==> config.mk <==
export PLATFORM = sky130hd
export DESIGN_NAME = herr_scan
export DESIGN_NICKNAME = d
export VERILOG_FILES = /design/src/rtl/core/herr_pkg.sv /design/src/rtl/core/herr_scan.sv
export SDC_FILE = /design/constraint.sdc
export NUM_CORES = 1
export LEC_CHECK = 0
export BUFFER_PORTS_ARGS = -buffer_cell sky130_fd_sc_hd__clkbuf_2
export CAP_MARGIN = 20
export CORE_AREA = 2 2 136 138
export DETAILED_ROUTE_END_ITERATION = 10
export DIE_AREA = 0 0 138 140
export PLACE_DENSITY = 0.54
export SETUP_SLACK_MARGIN = 0.15
export SYNTH_ARGS = -nofsm -noshare
export SYNTH_HDL_FRONTEND = slang
export SYNTH_SLANG_ARGS = --single-unit
==> constraint.sdc <==
create_clock -name vclk -period 12.6
set_input_delay 3.78 -clock vclk [all_inputs]
set_output_delay 3.78 -clock vclk [all_outputs]
set_load 0.1 [all_outputs]
==> src/rtl/core/herr_pkg.sv <==
// Shared constants, codes and helpers for the heap extension range registry.
package herr_pkg;

  // Page granularity of granted blocks
  localparam int unsigned PAGE_BYTES = 4096;
  localparam logic [32:0] PAGE_MASK = 33'(PAGE_BYTES - 1);

  // Configuration register indexes
  localparam int unsigned CFG_IDX_W = 8;
  localparam logic [CFG_IDX_W-1:0] CFG_BUDGET    = 8'd0;
  localparam logic [CFG_IDX_W-1:0] CFG_MIN_BLOCK = 8'd1;

  localparam logic [31:0] BUDGET_RESET    = 32'd268435456;
  localparam logic [31:0] MIN_BLOCK_RESET = 32'd4194304;

  // Address class codes
  localparam logic [1:0] CLS_NONE     = 2'd0;
  localparam logic [1:0] CLS_BASE     = 2'd1;
  localparam logic [1:0] CLS_INTERIOR = 2'd2;

  // Grant status codes
  localparam logic [1:0] GST_PASS    = 2'd0;
  localparam logic [1:0] GST_GRANTED = 2'd1;
  localparam logic [1:0] GST_DENIED  = 2'd2;

  // Payload widths on the stream ports
  localparam int unsigned IN_TDATA_W  = 168;
  localparam int unsigned OUT_TDATA_W = 208;

  // Raise to the minimum block, then round up to whole pages (33 bits, no wrap)
  function automatic logic [32:0] round_block(input logic [31:0] raw,
                                              input logic [31:0] min_blk);
    logic [31:0] blk;
    logic [32:0] sum;
    blk = (raw < min_blk) ? min_blk : raw;
    sum = {1'b0, blk} + PAGE_MASK;
    return sum & ~PAGE_MASK;
  endfunction

endpackage

==> src/rtl/core/herr_scan.sv <==
// Range check of one stored entry against the query address.
module herr_scan (
  input  logic [63:0] base_i,
  input  logic [31:0] size_i,
  input  logic [63:0] addr_i,
  output logic        hit_o,
  output logic [1:0]  cls_o
);

  logic [64:0] end_full;
  logic        usable;

  // entries with zero base, zero size or an end at or past 2^64 never match
  assign end_full = {1'b0, base_i} + {33'd0, size_i};
  assign usable   = (base_i != 64'd0) && (size_i != 32'd0) && !end_full[64];
  assign hit_o    = usable && (addr_i >= base_i) && (addr_i < end_full[63:0]);
  assign cls_o    = (addr_i == base_i) ? herr_pkg::CLS_BASE : herr_pkg::CLS_INTERIOR;

endmodule
==> summary.txt <==
Final layout
  – FFs & Latches: 0
  – Layout Nets: around 1200
  – Design Area, Final: ~0.0066 mm²
  – Fin util: ~37%
  – Reg area: 0 µm²
  – Layout cell share with drive strength beyond 1: 19.9%
  – Area grow syn2layout: 21.0%
  – Clock buffer count: 0
  – Most common cell after layout, fill and taps aside: clkbuf_2
  – Commonest non-fill, non-tap cells in the layout: clkbuf_2 (162), ha_1 (159), a21oi_1 (79), inv_1 (77), nand2_1 (60)
  – Non-Filler Instances: 1150

Logic synthesis
  – Post-synth top area share: 36.6%
  – Synth warn: 0
  – Seq/Total Area, Yosys: 0%
  – Syn Area/Cell: roughly 7.1 µm²
  – Post-synthesis cell area: 0.00544 mm²
  – Cell accounting for the most synthesized area: ha_1
  – Synth cell types: 56
  – Cells after Synth: 763
  – Top cells by area, synth: ha_1 (37%), xnor2_1 (7.6%), a21oi_1 (7.3%)
  – Syn Nets: 1083

Status
  – Status: finished clean

Global routing
  – Remaining Overflow, GRT: 0
  – Tot GR Track Use: 19.6%
  – Initial antenna violation count: 2
  – Global-route wire length before repair: approximately 31000 µm
  – Largest net degree at the start of global routing: 12
  – Vias in the first global route: 6141

Power and ir drop
  – Maximum vdd drop: 0.0283 mV
  – Total power draw: 272 µW
  – Cell Pwr Density: between 40 and 50 mW/mm²
  – Leakage power: about 3.3 nW

Worst setup path
  – CP delay by family, top: compound AO/OA/AOI/OAI gates
  – Worst path bufs/invs: 3
  – Crit end category: output pin
  – CP peak stage delay: 0.43 ns
  – Crit path required time: 8.82 ns
  – Critical path's slowest cell: ha_1
  – CP startpoint: base_i[9]
  – Startpoint Class: primary input
  – WP data arrival: 8.40 ns
  – Critical path type: in2out
  – Worst Path Max Fanout: 9
  – CP Cell Sequence: clkbuf_2 > ha_1 > nand3_1 > or3_1 > o21ba_2 > o2111ai_1 > a21oi_1 > o211a_2 > buf_4 > nand2_1 > xnor2_1 > ha_1 > a21oi_1 > o21ai_0 > a2bb2oi_1 > nand3_1 > a2111oi_2 > and3_1 > o21ai_0 > a311oi_2 > buf_12

Hold path
  – Worst Hold Class: in2out
  – Hold Crit Depth: 3
  – Min-Delay Startpoint: base_i[63]
  – Hold Path Sink: hit_o

Clocking
  – Post-CTS Hold Buffers: 0

Place
  – Setup WS pre-CTS: around 0.14 ns
  – GP Congestion: approximately 0.9
  – Post-DP HPWL: 18100 µm
  – PortBufs: around 160
  – # placed instances: around 1100
  – Placement Cell Area: 0.00653 mm²

STA
  – Final min period: 12.18 ns
  – TNS Setup: 0 ns
  – RSZ-0062 raised after global routing: no
  – Worst Max-Slew Pin Slew: approximately 0.84 ns
  – Slew headroom: 43.3%
  – Hold slack: 8.06 ns
  – Min setup slack post-route: 0.424 ns
  – Fmax: a little over 0.08 GHz
  – Final Max Slew Viols: 0
  – Final Hold Fails: 0
  – Final period util: between 90% and 100%
  – Final setup fails: 0

Drt
  – Via count: approximately 6200
  – DRC Markers: 0
  – Via density per instance: 5.40
  – Drt pass-1 iters: 4
  – Routed len/inst: roughly 17 µm
  – Initial DRC count: ~400
  – Antenna Nets Post-Route: 0
  – WL final: about 20000 µm

Flow run
  – MaxCap Viol Count: 0

Floorplanning
  – Initial core utilization: between 30% and 40%
  – Core area: roughly 0.018 mm²
  – DIE HEIGHT: 140 µm
  – I/O pins: between 150 and 200
  – Row cnt: 49
  – Die ar.: 0.0193 mm²
  – Width of the die: 138 µm
## area by class of cell
| class | count | area, µm² |
|---|---|---|
| multi-input cells | 678 | 5160 |
| well taps | 229 | 287 |
| repair buffers | 165 | 846 |
| diodes | 1 | 2.50 |
| fillers | 1981 | 11200 |
| inverters | 77 | 289 |
## cell usage after synthesis (4+ instances only)
library cell  count
o211ai_1          4
nand4_1          33
xnor2_1          47
a31oi_1           7
nand2_1          60
nand3_1          43
o21a_1           10
nor2_1           33
and3_1            5
ha_1            159
nor4_1           31
nor3_1           30
inv_1            77
a211oi_1         12
o21bai_1          6
a21oi_1          79
buf_2             4
a21o_1           20
or2_2             5
o21ai_0          27
or3_1             4
xor2_1           14
## cell families after synthesis
logic type / synth area share, %
simple gates: 24.2
compound gates: 23.0
fa+ha+maj: 36.9
buf+inv: 6.09
xor+xnor: 9.82
## power breakdown
group / switching (mW) / internal [mW] / total, mW
Clock: 0 / 0.0000000106 / 0.0000000106
Sequential: 0 / 0 / 0
Combinational: 0.155 / 0.116 / 0.272
## worst max path at each step
stage	to	cells after the start	slack, ns
3_3_place_gp	hit_o	22	0.31
5_1_grt	hit_o	20	0.16
4_1_cts	hit_o	21	0.24
6_report	hit_o	21	0.42
3_5_place_dp	hit_o	21	0.14
2_1_floorplan	hit_o	21	0.24
## routing by layer
layer	vias up	wire (µm)	share of wire, %	track usage, %
li1	3195	-	-	-
met1	2797	9620	49	28.0
met2	200	8600	43	32.5
met3	19	1310	6.6	2.53
met4	2	255	1.3	2.52
met5	-	13	0.066	0
## what timing repair did
action                     in CTS  in global routing
setup endpoints to repair       1                  1
gates resized for setup         1                  8
buffers inserted                0                  1
pin swaps                       0                  5
(Power assumes the default switching activity.)
